===== config.mk =====
export PLATFORM = sky130hd
export DESIGN_NAME = convex_polygon_button_hit_test_core
export DESIGN_NICKNAME = d
export VERILOG_FILES = /design/src/sv/cpbh_pkg.sv /design/src/sv/convex_polygon_button_hit_test_core.sv /design/src/sv/cpbh_ctrl.sv /design/src/sv/cpbh_dp.sv
export SDC_FILE = /design/constraint.sdc
export NUM_CORES = 2
export LEC_CHECK = 0
export ABC_AREA = 0
export BUFFER_PORTS_ARGS = -buffer_cell sky130_fd_sc_hd__buf_2
export CAP_MARGIN = 20
export CORE_UTILIZATION = 50
export CTS_CLUSTER_DIAMETER = 40
export DETAILED_ROUTE_END_ITERATION = 7
export PLACE_DENSITY = 0.72
export SLEW_MARGIN = 10
export SYNTH_ARGS = -nofsm -noshare
export SYNTH_HDL_FRONTEND = slang
export SYNTH_HIERARCHICAL = 1
export SYNTH_SLANG_ARGS = --single-unit

===== constraint.sdc =====
create_clock -name clk_i -period 12.77 [get_ports clk_i]
set_clock_uncertainty 0.1 [all_clocks]
set_input_delay 0.6385 -clock clk_i [delete_from_list [all_inputs] [get_ports clk_i]]
set_output_delay 0.6385 -clock clk_i [all_outputs]
set_load 0.05 [all_outputs]

===== src/sv/cpbh_pkg.sv =====
// ----------------------------------------------------------------------------
// Convex polygon hit test - shared package
// Default sizes, command and register codes, controller states and the
// command/status bundles between controller and datapath.
// ----------------------------------------------------------------------------
`default_nettype none

package cpbh_pkg;

  localparam int DEF_MAX_BUTTONS = 16;
  localparam int DEF_MAX_VERTS   = 8;
  localparam int DEF_COORD_BITS  = 8;

  // config port
  localparam int CFG_IDX_W  = 1;
  localparam int CFG_DATA_W = 6;
  localparam logic [CFG_IDX_W-1:0] CFG_BUTTON_COUNT  = 1'b0;
  localparam logic [CFG_IDX_W-1:0] CFG_CENTER_OFFSET = 1'b1;

  localparam int CMD_W  = 2;
  localparam int BIDX_W = 4;   // button_index / hit_button field width
  localparam int VIDX_W = 3;   // vertex_index field width
  localparam int VCNT_W = 4;   // vertex_count field width
  localparam int BCNT_W = 5;   // button_count register width
  localparam int OFS_W  = 6;   // center_offset register width

  // compare widths: hold MAX_BUTTONS (<= 64) and MAX_VERTS (<= 32)
  localparam int BTN_CMP_W = 7;
  localparam int VTX_CMP_W = 6;

  // cycles from the last read issue until the verdict registers settle
  localparam int DRAIN_CYCLES = 3;
  localparam int DRAIN_W      = 2;

  typedef enum logic [CMD_W-1:0] {
    CMD_WR_VERT = 2'd0,
    CMD_WR_CNT  = 2'd1,
    CMD_QUERY   = 2'd2
  } cmd_e;

  typedef enum logic [1:0] {
    ST_IDLE,
    ST_SCAN,
    ST_DRAIN,
    ST_DONE
  } ctrl_state_e;

  typedef struct packed {
    logic wr_vert;   // store vertex of the current beat
    logic wr_cnt;    // store vertex count of the current beat
    logic q_start;   // latch query point, reset scan and verdict
    logic issue;     // step the scan, one vertex read
    logic load;      // move verdict into the output register
  } dp_cmd_t;

  typedef struct packed {
    logic limit_zero;  // no buttons to test
    logic btn_last;    // scan sits on the last tested button
    logic btn_done;    // this issue finishes the current button
  } dp_stat_t;

endpackage

`default_nettype wire


===== src/sv/convex_polygon_button_hit_test_core.sv =====
// ----------------------------------------------------------------------------
// Convex polygon button hit test - top level
// Polygon table with edge-by-edge point containment test.
// ----------------------------------------------------------------------------
// Usage:
//   Input stream: tuser carries the command (vertex write, count write,
//   query). Writes complete in the beat they are accepted and give no
//   output. A query returns one beat on the output stream: hit flag and
//   index of the highest-numbered polygon that is empty or holds the point.
//   Config port: button_count (index 0), center_offset (index 1); write
//   only while the block is idle.
//   Query: each tested button takes one vertex read per vertex plus one
//   for the closing edge (a single read when its vertex count is zero),
//   then the verdict drains through the pipeline and is loaded into the
//   output register; the single vertex store read port gives one vertex
//   per cycle. One query in flight at a time; writes are accepted back to
//   back while idle.
//   Reset clears the control, config and verdict registers and vertex
//   counts (every polygon empty); coordinates are undefined until written.
//   A stalled output holds its beat; a new item is still accepted, and a
//   following query waits at its end for the output register to free up.
// ----------------------------------------------------------------------------
`default_nettype none

module convex_polygon_button_hit_test_core
  import cpbh_pkg::*;
#(
  parameter int MAX_BUTTONS = DEF_MAX_BUTTONS,
  parameter int MAX_VERTS   = DEF_MAX_VERTS,
  parameter int COORD_BITS  = DEF_COORD_BITS,
  localparam int IN_BITS    = BIDX_W + VIDX_W + 2 * COORD_BITS + VCNT_W,
  localparam int IN_W       = ((IN_BITS + 7) / 8) * 8
) (
  input  wire logic                  clk_i,
  input  wire logic                  rst_ni,
  // config write port
  input  wire logic                  cfg_we_i,
  input  wire logic [CFG_IDX_W-1:0]  cfg_idx_i,
  input  wire logic [CFG_DATA_W-1:0] cfg_data_i,
  // input stream
  input  wire logic                  s_axis_tvalid,
  output logic                       s_axis_tready,
  // button_index, vertex_index, coord_x, coord_y, vertex_count
  input  wire logic [IN_W-1:0]       s_axis_tdata,
  // cmd
  input  wire logic [CMD_W-1:0]      s_axis_tuser,
  // output stream
  output logic                       m_axis_tvalid,
  input  wire logic                  m_axis_tready,
  // hit, hit_button
  output logic [7:0]                 m_axis_tdata
);

  localparam int VI_LSB = BIDX_W;
  localparam int CX_LSB = VI_LSB + VIDX_W;
  localparam int CY_LSB = CX_LSB + COORD_BITS;
  localparam int VC_LSB = CY_LSB + COORD_BITS;

  logic [BIDX_W-1:0]            in_button_index;
  logic [VIDX_W-1:0]            in_vertex_index;
  logic signed [COORD_BITS-1:0] in_coord_x, in_coord_y;
  logic [VCNT_W-1:0]            in_vertex_count;

  assign in_button_index = s_axis_tdata[BIDX_W-1:0];
  assign in_vertex_index = s_axis_tdata[VI_LSB +: VIDX_W];
  assign in_coord_x      = s_axis_tdata[CX_LSB +: COORD_BITS];
  assign in_coord_y      = s_axis_tdata[CY_LSB +: COORD_BITS];
  assign in_vertex_count = s_axis_tdata[VC_LSB +: VCNT_W];

  dp_cmd_t           ctrl_cmd;
  dp_stat_t          dp_stat;
  logic              res_hit;
  logic [BIDX_W-1:0] res_btn;

  cpbh_ctrl u_ctrl (
    .clk_i      (clk_i),
    .rst_ni     (rst_ni),
    .s_tvalid_i (s_axis_tvalid),
    .s_cmd_i    (s_axis_tuser),
    .s_tready_o (s_axis_tready),
    .m_tready_i (m_axis_tready),
    .m_tvalid_o (m_axis_tvalid),
    .stat_i     (dp_stat),
    .cmd_o      (ctrl_cmd)
  );

  cpbh_dp #(
    .MAX_BUTTONS (MAX_BUTTONS),
    .MAX_VERTS   (MAX_VERTS),
    .COORD_BITS  (COORD_BITS)
  ) u_dp (
    .clk_i          (clk_i),
    .rst_ni         (rst_ni),
    .cfg_we_i       (cfg_we_i),
    .cfg_idx_i      (cfg_idx_i),
    .cfg_data_i     (cfg_data_i),
    .button_index_i (in_button_index),
    .vertex_index_i (in_vertex_index),
    .coord_x_i      (in_coord_x),
    .coord_y_i      (in_coord_y),
    .vertex_count_i (in_vertex_count),
    .cmd_i          (ctrl_cmd),
    .stat_o         (dp_stat),
    .hit_o          (res_hit),
    .hit_button_o   (res_btn)
  );

  assign m_axis_tdata = {3'b000, res_btn, res_hit};

`ifndef SYNTHESIS
  // no new beat is taken while the scan is reading the vertex store
  assert property (@(posedge clk_i) disable iff (!rst_ni)
    ctrl_cmd.issue |-> !s_axis_tready)
    else $error("input accepted during scan");

  // a miss reports button zero
  assert property (@(posedge clk_i) disable iff (!rst_ni)
    (m_axis_tvalid && !m_axis_tdata[0]) |-> (m_axis_tdata[4:1] == 4'd0))
    else $error("miss with non-zero button index");

  // a verdict never overwrites a result still waiting downstream
  assert property (@(posedge clk_i) disable iff (!rst_ni)
    ctrl_cmd.load |-> !(m_axis_tvalid && !m_axis_tready))
    else $error("pending result overwritten");
`endif

endmodule

`default_nettype wire


===== src/sv/cpbh_ctrl.sv =====
// ----------------------------------------------------------------------------
// Convex polygon hit test - controller
// Input handshake, scan sequencing, pipeline drain and output valid.
// ----------------------------------------------------------------------------
`default_nettype none

module cpbh_ctrl
  import cpbh_pkg::*;
(
  input  wire logic             clk_i,
  input  wire logic             rst_ni,
  input  wire logic             s_tvalid_i,
  input  wire logic [CMD_W-1:0] s_cmd_i,
  output logic                  s_tready_o,
  input  wire logic             m_tready_i,
  output logic                  m_tvalid_o,
  input  wire dp_stat_t         stat_i,
  output dp_cmd_t               cmd_o
);

  ctrl_state_e        state_q, state_d;
  logic [DRAIN_W-1:0] drain_q, drain_d;
  logic               m_tvalid_q, m_tvalid_d;

  always_ff @(posedge clk_i or negedge rst_ni) begin
    if (!rst_ni) begin
      state_q    <= ST_IDLE;
      drain_q    <= '0;
      m_tvalid_q <= 1'b0;
    end else begin
      state_q    <= state_d;
      drain_q    <= drain_d;
      m_tvalid_q <= m_tvalid_d;
    end
  end

  always_comb begin
    state_d    = state_q;
    drain_d    = drain_q;
    m_tvalid_d = m_tvalid_q & ~m_tready_i;
    cmd_o      = '0;
    s_tready_o = 1'b0;
    case (state_q)
      ST_IDLE: begin
        s_tready_o = 1'b1;
        if (s_tvalid_i) begin
          case (s_cmd_i)
            CMD_WR_VERT: cmd_o.wr_vert = 1'b1;
            CMD_WR_CNT:  cmd_o.wr_cnt  = 1'b1;
            CMD_QUERY: begin
              cmd_o.q_start = 1'b1;
              drain_d       = '0;
              state_d       = stat_i.limit_zero ? ST_DRAIN : ST_SCAN;
            end
            default: ;
          endcase
        end
      end
      ST_SCAN: begin
        cmd_o.issue = 1'b1;
        if (stat_i.btn_last && stat_i.btn_done) begin
          drain_d = '0;
          state_d = ST_DRAIN;
        end
      end
      ST_DRAIN: begin
        drain_d = drain_q + 1'b1;
        if (drain_q == DRAIN_W'(DRAIN_CYCLES - 1)) begin
          state_d = ST_DONE;
        end
      end
      ST_DONE: begin
        // wait for the output register to be free
        if (!m_tvalid_q || m_tready_i) begin
          cmd_o.load = 1'b1;
          m_tvalid_d = 1'b1;
          state_d    = ST_IDLE;
        end
      end
      default: state_d = ST_IDLE;
    endcase
  end

  assign m_tvalid_o = m_tvalid_q;

endmodule

`default_nettype wire


===== src/sv/cpbh_dp.sv =====
// ----------------------------------------------------------------------------
// Convex polygon hit test - datapath
// Config registers, vertex store, count table, scan counters and the
// edge test pipeline (read, differences, products, sign and verdict).
// ----------------------------------------------------------------------------
`default_nettype none

module cpbh_dp
  import cpbh_pkg::*;
#(
  parameter int MAX_BUTTONS = DEF_MAX_BUTTONS,
  parameter int MAX_VERTS   = DEF_MAX_VERTS,
  parameter int COORD_BITS  = DEF_COORD_BITS
) (
  input  wire logic                         clk_i,
  input  wire logic                         rst_ni,
  input  wire logic                         cfg_we_i,
  input  wire logic [CFG_IDX_W-1:0]         cfg_idx_i,
  input  wire logic [CFG_DATA_W-1:0]        cfg_data_i,
  input  wire logic [BIDX_W-1:0]            button_index_i,
  input  wire logic [VIDX_W-1:0]            vertex_index_i,
  input  wire logic signed [COORD_BITS-1:0] coord_x_i,
  input  wire logic signed [COORD_BITS-1:0] coord_y_i,
  input  wire logic [VCNT_W-1:0]            vertex_count_i,
  input  wire dp_cmd_t                      cmd_i,
  output dp_stat_t                          stat_o,
  output logic                              hit_o,
  output logic [BIDX_W-1:0]                 hit_button_o
);

  localparam int BTN_W  = (MAX_BUTTONS > 1) ? $clog2(MAX_BUTTONS) : 1;
  localparam int VIX_W  = $clog2(MAX_VERTS);
  localparam int CNT_W  = $clog2(MAX_VERTS + 1);
  localparam int DEPTH  = MAX_BUTTONS * MAX_VERTS;
  localparam int ADDR_W = $clog2(DEPTH);
  localparam int PW     = COORD_BITS + 1;   // centred point, edge deltas
  localparam int DW     = COORD_BITS + 2;   // point minus vertex
  localparam int PRW    = PW + DW;          // product
  localparam int SW     = PRW + 1;          // sum of products

  typedef struct packed {
    logic             valid;
    logic             first;
    logic             edge_ok;
    logic             last;
    logic             empty;
    logic [BTN_W-1:0] btn;
  } tag_t;

  // ---------------- config registers ----------------
  logic [BCNT_W-1:0] button_count_q;
  logic [OFS_W-1:0]  center_offset_q;

  always_ff @(posedge clk_i or negedge rst_ni) begin
    if (!rst_ni) begin
      button_count_q  <= '0;
      center_offset_q <= '0;
    end else if (cfg_we_i) begin
      if (cfg_idx_i == CFG_BUTTON_COUNT) begin
        button_count_q <= cfg_data_i[BCNT_W-1:0];
      end
      if (cfg_idx_i == CFG_CENTER_OFFSET) begin
        center_offset_q <= cfg_data_i[OFS_W-1:0];
      end
    end
  end

  // ---------------- write decode ----------------
  logic                 bi_ok, vi_ok;
  logic [VTX_CMP_W-1:0] vc_ext, vc_sat;
  logic [ADDR_W-1:0]    wr_addr;

  assign bi_ok   = BTN_CMP_W'(button_index_i) < BTN_CMP_W'(MAX_BUTTONS);
  assign vi_ok   = VTX_CMP_W'(vertex_index_i) < VTX_CMP_W'(MAX_VERTS);
  assign vc_ext  = VTX_CMP_W'(vertex_count_i);
  assign vc_sat  = (vc_ext > VTX_CMP_W'(MAX_VERTS)) ? VTX_CMP_W'(MAX_VERTS) : vc_ext;
  assign wr_addr = ADDR_W'(button_index_i) * ADDR_W'(MAX_VERTS) + ADDR_W'(vertex_index_i);

  // ---------------- vertex count table ----------------
  logic [CNT_W-1:0] counts_q [MAX_BUTTONS];

  always_ff @(posedge clk_i or negedge rst_ni) begin
    if (!rst_ni) begin
      for (int i = 0; i < MAX_BUTTONS; i++) begin
        counts_q[i] <= '0;
      end
    end else if (cmd_i.wr_cnt && bi_ok) begin
      counts_q[BTN_W'(button_index_i)] <= CNT_W'(vc_sat);
    end
  end

  // ---------------- scan counters ----------------
  logic [BTN_W-1:0]     btn_q;
  logic [CNT_W-1:0]     vtx_q;
  logic [CNT_W-1:0]     n_cur;
  logic                 empty, vend;
  logic [VIX_W-1:0]     slot;
  logic [ADDR_W-1:0]    rd_addr;
  logic [BTN_CMP_W-1:0] limit;

  assign n_cur   = counts_q[btn_q];
  assign empty   = (n_cur == '0);
  assign vend    = (vtx_q == n_cur);
  // closing edge reads vertex 0 again
  assign slot    = vend ? '0 : VIX_W'(vtx_q);
  assign rd_addr = ADDR_W'(btn_q) * ADDR_W'(MAX_VERTS) + ADDR_W'(slot);
  assign limit   = (BTN_CMP_W'(button_count_q) > BTN_CMP_W'(MAX_BUTTONS)) ?
                   BTN_CMP_W'(MAX_BUTTONS) : BTN_CMP_W'(button_count_q);

  assign stat_o.limit_zero = (limit == '0);
  assign stat_o.btn_last   = ((BTN_CMP_W'(btn_q) + BTN_CMP_W'(1)) == limit);
  assign stat_o.btn_done   = empty | vend;

  always_ff @(posedge clk_i or negedge rst_ni) begin
    if (!rst_ni) begin
      btn_q <= '0;
      vtx_q <= '0;
    end else if (cmd_i.q_start) begin
      btn_q <= '0;
      vtx_q <= '0;
    end else if (cmd_i.issue) begin
      if (empty || vend) begin
        vtx_q <= '0;
        if (!stat_o.btn_last) begin
          btn_q <= btn_q + 1'b1;
        end
      end else begin
        vtx_q <= vtx_q + 1'b1;
      end
    end
  end

  // ---------------- vertex store ----------------
  logic signed [COORD_BITS-1:0] mem_x [DEPTH];
  logic signed [COORD_BITS-1:0] mem_y [DEPTH];
  logic signed [COORD_BITS-1:0] rd_x_q, rd_y_q;

  always_ff @(posedge clk_i) begin
    if (cmd_i.wr_vert && bi_ok && vi_ok) begin
      mem_x[wr_addr] <= coord_x_i;
      mem_y[wr_addr] <= coord_y_i;
    end
    if (cmd_i.issue) begin
      rd_x_q <= mem_x[rd_addr];
      rd_y_q <= mem_y[rd_addr];
    end
  end

  // ---------------- query point ----------------
  logic signed [PW-1:0] px_q, py_q;
  logic signed [PW-1:0] ofs_s;

  assign ofs_s = PW'($signed({1'b0, center_offset_q}));

  always_ff @(posedge clk_i) begin
    if (cmd_i.q_start) begin
      px_q <= PW'(coord_x_i) - ofs_s;
      py_q <= PW'(coord_y_i) - ofs_s;
    end
  end

  // ---------------- edge pipeline ----------------
  tag_t s1_q, s2_q, s3_q, s1_d;

  always_comb begin
    s1_d         = '0;
    s1_d.valid   = cmd_i.issue;
    s1_d.empty   = cmd_i.issue & empty;
    s1_d.first   = cmd_i.issue & ~empty & (vtx_q == '0);
    s1_d.edge_ok = cmd_i.issue & ~empty & (vtx_q != '0);
    s1_d.last    = cmd_i.issue & ~empty & vend;
    s1_d.btn     = btn_q;
  end

  always_ff @(posedge clk_i or negedge rst_ni) begin
    if (!rst_ni) begin
      s1_q <= '0;
      s2_q <= '0;
      s3_q <= '0;
    end else begin
      s1_q <= s1_d;
      s2_q <= s1_q;
      s3_q <= s2_q;
    end
  end

  // stage 1: edge vector and offsets from the new vertex
  logic signed [COORD_BITS-1:0] prev_x_q, prev_y_q;
  logic signed [PW-1:0]         a_q, b_q;
  logic signed [DW-1:0]         dx_q, dy_q;

  always_ff @(posedge clk_i) begin
    if (s1_q.valid) begin
      prev_x_q <= rd_x_q;
      prev_y_q <= rd_y_q;
    end
    a_q  <= PW'(prev_y_q) - PW'(rd_y_q);
    b_q  <= PW'(rd_x_q) - PW'(prev_x_q);
    dx_q <= DW'(px_q) - DW'(rd_x_q);
    dy_q <= DW'(py_q) - DW'(rd_y_q);
  end

  // stage 2: products
  logic signed [PRW-1:0] p1_q, p2_q;

  always_ff @(posedge clk_i) begin
    p1_q <= PRW'(a_q) * PRW'(dx_q);
    p2_q <= PRW'(b_q) * PRW'(dy_q);
  end

  // stage 3: sign of the cross product and per-button verdict
  logic signed [SW-1:0] sum;
  logic                 ok_q, ok_now;
  logic                 hit_q;
  logic [BTN_W-1:0]     found_q;

  assign sum    = SW'(p1_q) + SW'(p2_q);
  assign ok_now = ok_q & ~sum[SW-1];

  always_ff @(posedge clk_i or negedge rst_ni) begin
    if (!rst_ni) begin
      ok_q    <= 1'b0;
      hit_q   <= 1'b0;
      found_q <= '0;
    end else if (cmd_i.q_start) begin
      hit_q   <= 1'b0;
      found_q <= '0;
    end else begin
      if (s3_q.first) begin
        ok_q <= 1'b1;
      end else if (s3_q.edge_ok) begin
        ok_q <= ok_now;
      end
      // later buttons override earlier ones
      if (s3_q.empty || (s3_q.last && ok_now)) begin
        hit_q   <= 1'b1;
        found_q <= s3_q.btn;
      end
    end
  end

  // ---------------- output register ----------------
  logic              res_hit_q;
  logic [BIDX_W-1:0] res_btn_q;

  always_ff @(posedge clk_i) begin
    if (cmd_i.load) begin
      res_hit_q <= hit_q;
      res_btn_q <= BIDX_W'(found_q);
    end
  end

  assign hit_o        = res_hit_q;
  assign hit_button_o = res_btn_q;

endmodule

`default_nettype wire

Word-level counts from Yosys, hierarchy flattened
Memories as Yosys holds them, arrays and structs flattened. A register that Yosys moved wholly into a read port is not among the register bits.
Cells that the tools add are included.
W data, S select, Z words.
- flip-flop bits (word level): 234
- bits in writable memories: 2048
- input bits: 46
- output and inout bits: 10
- word-level logic and storage cells: 175
- memories kept: 2
- add/sub/neg operators: 13
- $mul: 2
- $lt $le $gt $ge: 5
- equality and inequality tests: 14
- mux-type cells: 46
- bitwise operators: 15
- reductions and logical operators: 24
- memories (memory ; depth ; width ; read ports ; clocked after memory_dff ; wr ports ; RTL line ; RTL):
    u_dp.mem_x ; 128 ; 8 ; 1 ; 1 ; 1 ; cpbh_dp.sv:134 ; logic signed [COORD_BITS-1:0] mem_x [DEPTH];
    u_dp.mem_y ; 128 ; 8 ; 1 ; 1 ; 1 ; cpbh_dp.sv:135 ; logic signed [COORD_BITS-1:0] mem_y [DEPTH];
- operators with widths (operator ; number):
    $bwmux W64 ; 1
    $mux W4 ; 13
    $mul A9 B10 Y19 ; 2
    $add A19 B19 Y20 ; 1
    $sub A9 B8 Y10 ; 2
    $mux W2 ; 9
    $sub A8 B7 Y9 ; 2
    $sub A8 B8 Y9 ; 2
    $bmux W4 S4 ; 1
    $demux W4 S4 ; 1
    $mux W1 ; 15
    $add A7 B3 Y7 ; 2
    $ge A5 B5 Y1 const B ; 2
    $not A4 Y5 ; 2
    $mux W3 ; 3
    $add A4 B1 Y4 const B ; 2
    $eq A2 B2 Y1 const B ; 4
    $logic_not A4 Y1 ; 2
    $pmux W2 S4 ; 1
    $reduce_bool A2 Y1 ; 4
    $and A1 B1 Y1 ; 7
    $eq A7 B7 Y1 ; 1
    $logic_not A7 Y1 ; 1
    $ne A2 B1 Y1 const B ; 3
    22 further kinds ; 36

Logic depth before layout (Yosys ltp)
- word-level depth: 9
- gate-level depth with buffers: 24
- mapped depth without buffers: 23

Modules after synthesis
The synthesis kept the hierarchy.
- by module, submodules not included (module ; instances ; cells an instance ; area an instance (µm²) ; sequential area each (µm²)):
    cpbh_dp ; 1 ; 6755 ; 98275.5 ; 67524.8
    cpbh_ctrl ; 1 ; 37 ; 412.9 ; 125.1
    convex_polygon_button_hit_test_core ; 1 ; 5 ; 33.8 ; 0.0

Worst setup path before layout
Ideal clock, no wire load.
- kind: reg-to-reg
- from: register u_dp.b_q[0]
- to: register u_dp.p2_q[17]
- setup time: 72 ps
- data arrival time: 5019 ps
- required time: 12598 ps
- setup slack: 7579 ps
- stages on the path, launching flop included: 25
- buffers on the path: 1
- period minus slack after synthesis: 5191 ps
- path through: dfxtp_1 clkbuf_1 nand2_1 fa_1 inv_1 fa_1 ha_1 inv_1 fa_1 inv_1 ha_1 ha_1 fa_1 a21o_1 a21oi_1 o21bai_1 a21oi_1 o21bai_1 a21oi_1 nor2b_1 o21a_1 o21ai_0 nand2b_1 a21oi_1 xnor2_1
- longest elaborated chain between the ends: 1
- ends and longest elaborated chain (element ; RTL line ; RTL):
    from (decl) ; cpbh_dp.sv:189 ; logic signed [PW-1:0] a_q, b_q;
    from (signal assigned) ; cpbh_dp.sv:198 ; b_q <= PW'(rd_x_q) - PW'(prev_x_q);
    $mul A9 B10 Y19 ; cpbh_dp.sv:208 ; p2_q <= PRW'(b_q) * PRW'(dy_q);
    to (signal assigned) ; cpbh_dp.sv:208 ;
    to (decl) ; cpbh_dp.sv:204 ; logic signed [PRW-1:0] p1_q, p2_q;
Every way passes these cells.
A chain may end at the register's enable or synchronous reset.

Final worst setup path
- from: register u_dp.btn_q[0]
- to: register u_dp.rd_x_q[1] (read register of u_dp.mem_x), data pin
- longest elaborated chain between the ends: 7
- ends and longest elaborated chain (element ; RTL line ; RTL):
    from (decl) ; cpbh_dp.sv:93 ; logic [BTN_W-1:0] btn_q;
    from (signal assigned) ; cpbh_dp.sv:125 ; btn_q <= btn_q + 1'b1;
    $not A4 Y5 (implied by the code) ; cpbh_dp.sv:101 ; assign n_cur = counts_q[btn_q];
    $bmux W4 S4 ; cpbh_dp.sv:101 ;
    $mux W4 (implied by the code) (2 in series) ; cpbh_dp.sv:101 ;
    $eq A4 B4 Y1 ; cpbh_dp.sv:103 ; assign vend = (vtx_q == n_cur);
    $mux W3 ; cpbh_dp.sv:105 ; assign slot = vend ? '0 : VIX_W'(vtx_q);
    $add A7 B3 Y7 * ; cpbh_dp.sv:106 ; assign rd_addr = ADDR_W'(btn_q) * ADDR_W'(MAX_VERTS) + ADDR_W'(slot);
    to (decl) ; cpbh_dp.sv:136 ; logic signed [COORD_BITS-1:0] rd_x_q, rd_y_q;
Mark *: on every way between the ends. The rest lies on a longest branch, timed or not. The select of a mux whose other input is x is not followed.

==> metrics.md <==
| Metric | Value |
|---|---|
| Status | `completed` |
| Sequential-to-total area share from yosys stat | `between 60% and 70%` |
| Worst Path Buf+Inv | `4` |
| Gate power share | `49.2%` |
| Sw Share | `between 40% and 50%` |
| FF/Latch Area | `between 60000 and 70000 µm²` |
| Hold WC Path Type | `in -> reg` |
| Routed WL | `between 200000 and 300000 µm` |
| Nets | `7350` |
| GP Congestion | `a little under 1` |
| Multi-input gate area | `between 20000 and 30000 µm²` |
| CTS tree | `built` |
| Final setup margin | `around 4.3 ns` |
| First-pass GRT wire length | `between 400000 and 500000 µm` |
| Setup crit end kind | `flip-flop` |
| Worst EP required | `around 13 ns` |
| Vias in the first global route | `slightly above 60000` |
| Internal power | `20.52 mW` |
| CP max-delay cell | `dfrtp_4` |
| Fin util | `57.60%` |
| Pwr dens | `306.8 nW/µm²` |
| Die Span X | `~450 µm` |
| Max incr delay on CP | `0.85 ns` |
| Least-Margin Pin Slew | `1.338 ns` |
| Post-Route Setup TNS | `0 ns` |
| DP HPWL | `around 180000 µm` |
| Height of the die | `about 450 µm` |
| Via count | `64490` |
| Mean Syn Cell Area | `~15 µm²` |
| Final setup fails | `0` |
| Max-cap violations | `0` |
| Slew Viols, Final | `0` |
| Final hold viol count | `0` |
| Initial antenna violation count | `18` |
| CTS resizes | `0` |
| First-pass detailed-route iteration total | `6` |
| Post-route antenna net violation count | `0` |
| Warnings, synthesis | `6` |
| Clock transition at path regs | `0.06 ns` |
| Rows | `around 160` |
| Initial Utilization | `around half` |
| Arrival @ worst endpoint | `~9.1 ns` |
| Htree depth | `5` |
| Critical path launch point type | `flip-flop` |
| Most frequent CP cell | `buf_4` |
| Top cell type by total area after synthesis | `edfxtp_1` |
| Setup WS pre-CTS | `4.947 ns` |
| Critical setup path kind | `reg -> reg` |
| Core Area | `between 150000 and 200000 µm²` |
| Post-synth top flop | `edfxtp_1` |
| Worst-skew pair later-pin latency | `between 0.9 and 1 ns` |
| Peak VDD IR | `between 0.7 and 0.8 mV` |
| FF+latch count, synth | `~2300` |
| Pleak | `just under 40 nW` |
| Critical Path, Cell by Cell | `buf_4, and2b_1, a22oi_1, and4_1, a2bb2oi_1, o21a_2, buf_4, nand3_4, buf_4, o32ai_1, o41ai_1, clkbuf_2, a31o_2, o21ai_1, o2111ai_1, or4b_1` |
| RSZ-0062 raised after global routing | `no` |
| Remaining Overflow, GRT | `0` |
| Tmin final | `about 8.5 ns` |
| Top post-synthesis cells by area | `edfxtp_1 64%, mux2i_1 3.3%, fa_1 3.2%` |
| Post-Syn Area | `slightly below 100000 µm²` |
| Fraction of registers with async set/reset | `~5.2%` |
| Reg power frac | `between 20% and 30%` |
| CP Max Fanout | `61` |
| GRT Util Overall | `a little under 30%` |
| Io pins | `56` |
| 1st-iter DRT viols | `9575` |
| Number of synthesized flops with an enable pin | `between 2000 and 2500` |
| Drt via density | `6.537` |
| Fillers | `roughly 15000` |
| Largest net degree at the start of global routing | `around 160` |
| Total clock sinks | `between 2000 and 2500` |
| CTS root buf | `clkbuf_16` |
| Leading cell type in the layout, fill and taps excluded | `edfxtp_1` |
| Post-synth top area share | `between 60 and 70%` |
| Share of cells above drive strength 1 | `13.56%` |
| Synth cell types | `99` |
| Max Fclk | `approximately 0.12 GHz` |
| Sw power | `about 14 mW` |
| Bufs on Longest Clock Path | `4` |
| Post-synthesis cell count | `just under 7000` |
| CTS Buf Count | `312` |
| Max_slew headroom | `10.20%` |
| Clock network fraction of design power | `between 20% and 30%` |
| Routed len/inst | `~30 µm` |
| Fin crit share | `~67%` |
| DRC | `0` |
| Most frequent cells in the layout | `2103 x edfxtp_1, 597 x nand2_1, 326 x mux2i_1, 318 x clkbuf_16, 308 x o22ai_1` |
| CP delay by family, top | `compound AO/OA/AOI/OAI gates` |
| Port Buffers | `47` |
| Area growth from synthesis to layout | `14.12%` |
| Die area | `between 150000 and 200000 µm²` |
## cells by family after synthesis
| group | after synthesis | share of synthesized area (%) |
|---|---|---|
| flops | 2298 | 68.53 |
| compound gates | 1598 | 11.16 |
| simple gates | 1402 | 6.507 |
| buf+inv | 647 | 2.816 |
| mux | 453 | 5.043 |
| fa+ha+maj | 313 | 5.184 |
| xor+xnor | 85 | 0.7617 |
| other cells | 1 | 0.003799 |
## cells in the mapped netlist, types with 40 or more instances
library cell / n
a22o_1: 41
edfxtp_1: 2103
o22ai_1: 308
nand3_1: 123
ha_1: 153
a21o_1: 40
and2_1: 87
nor3_1: 109
o22a_1: 40
nor2_1: 270
mux2i_1: 326
o21ai_0: 228
fa_1: 160
nand2_1: 600
clkbuf_1: 203
a211oi_1: 107
nor2b_1: 69
a31oi_1: 82
o221ai_1: 155
xnor2_1: 55
a21oi_1: 247
inv_1: 217
mux2_2: 100
buf_2: 149
dfxtp_1: 76
dfrtp_1: 119
## cell type report
cell class	instances	share of cell area, %
well taps	2624	2.914
diodes	15	0.03332
inverters	221	0.7408
clock inverters	198	1.686
flip-flops and latches	2298	60.06
repair buffers	304	2.114
clock buffers	351	7.182
multi-input cells	3854	25.27
## path summary, 6_finish.rpt
path / startpoint / end / cells past startpoint / slack, ns
max: u_dp/btn_q[0] / u_dp/rd_x_q[1] / 16 / 4.26
min: s_axis_tdata[18] / u_dp/mem_y[107][3] / 1 / 0.05
max reg2reg: u_dp/btn_q[0] / u_dp/rd_x_q[1] / 16 / 4.26
min reg2reg: u_dp/s1_q[1] / u_dp/s2_q[1] / 0 / 0.24
max in group asynchronous: rst_ni / u_dp/counts_q[46] / 4 / 11.27
min in group asynchronous: rst_ni / u_dp/s1_q[8] / 2 / 0.17
## power by group through the flow
stage	Combinational [mW]	Sequential (mW)	Clock, mW
after detailed placement	16.6	9.34	0
after floorplan	12.0	9.08	0
after global routing	18.5	9.23	8.69
final	17.0	9.20	8.34
after CTS	16.7	9.19	8.39
after global placement	16.2	9.33	0
## worst reg2reg max path, delay by kind of cell, from the launching register on
family	cells	cell delay (ns)
AO/OA/AOI/OAI	8	3.17
buffers and inverters	4	2.23
AND/OR/NAND/NOR	4	1.93
flip-flops	1	0.85
## stage by stage
step / power, mW / hold WS, ns / std cells / cell area (µm²)
floorplan: 21.04 / 0.2312 / 6799 / 98730
global placement: 25.57 / 0.2343 / 9281 / 102400
detailed placement: 25.91 / 0.2347 / 9285 / 102400
CTS: 34.31 / 0.008475 / 9843 / 112500
global route: 36.46 / 0.02687 / 9853 / 112600
finish: 34.56 / 0.05024 / 9865 / 112700
## per-layer routing
metal | GRT usage [%] | vias up | share of wire, %
li1 | - | 26790 | -
met2 | 43.18 | 4645 | 44
met1 | 37.73 | 32100 | 36
met5 | 0 | - | 0.029
met3 | 10.17 | 941 | 14
met4 | 16.10 | 12 | 6.2
## flip-flops by register name (all words and copies together) (netlist names), 4 cells and up
register              cells
u_dp/b_q                  9
u_dp/button_count_q       5
u_dp/center_offset_q      6
u_dp/px_q                 9
u_dp/btn_q                4
u_dp/s3_q                 8
u_dp/rd_y_q               8
u_dp/found_q              4
u_dp/p1_q                19
u_dp/rd_x_q               8
u_dp/counts_q            64
u_dp/py_q                 9
u_dp/p2_q                19
u_dp/s2_q                 8
u_dp/a_q                  9
u_dp/hit_button_o         4
u_dp/s1_q                 9
u_dp/prev_y_q             8
u_dp/prev_x_q             8
u_dp/mem_y             1024
u_dp/dx_q                10
u_dp/vtx_q                4
u_dp/dy_q                10
u_dp/mem_x             1024
## repair_timing
action | 4_1_cts | 5_1_grt
setup buffers | 0 | 0
hold buffers | 9 | 0
endpoints found under the hold margin | 52 | 0
Power figures use the tool's default switching activity.
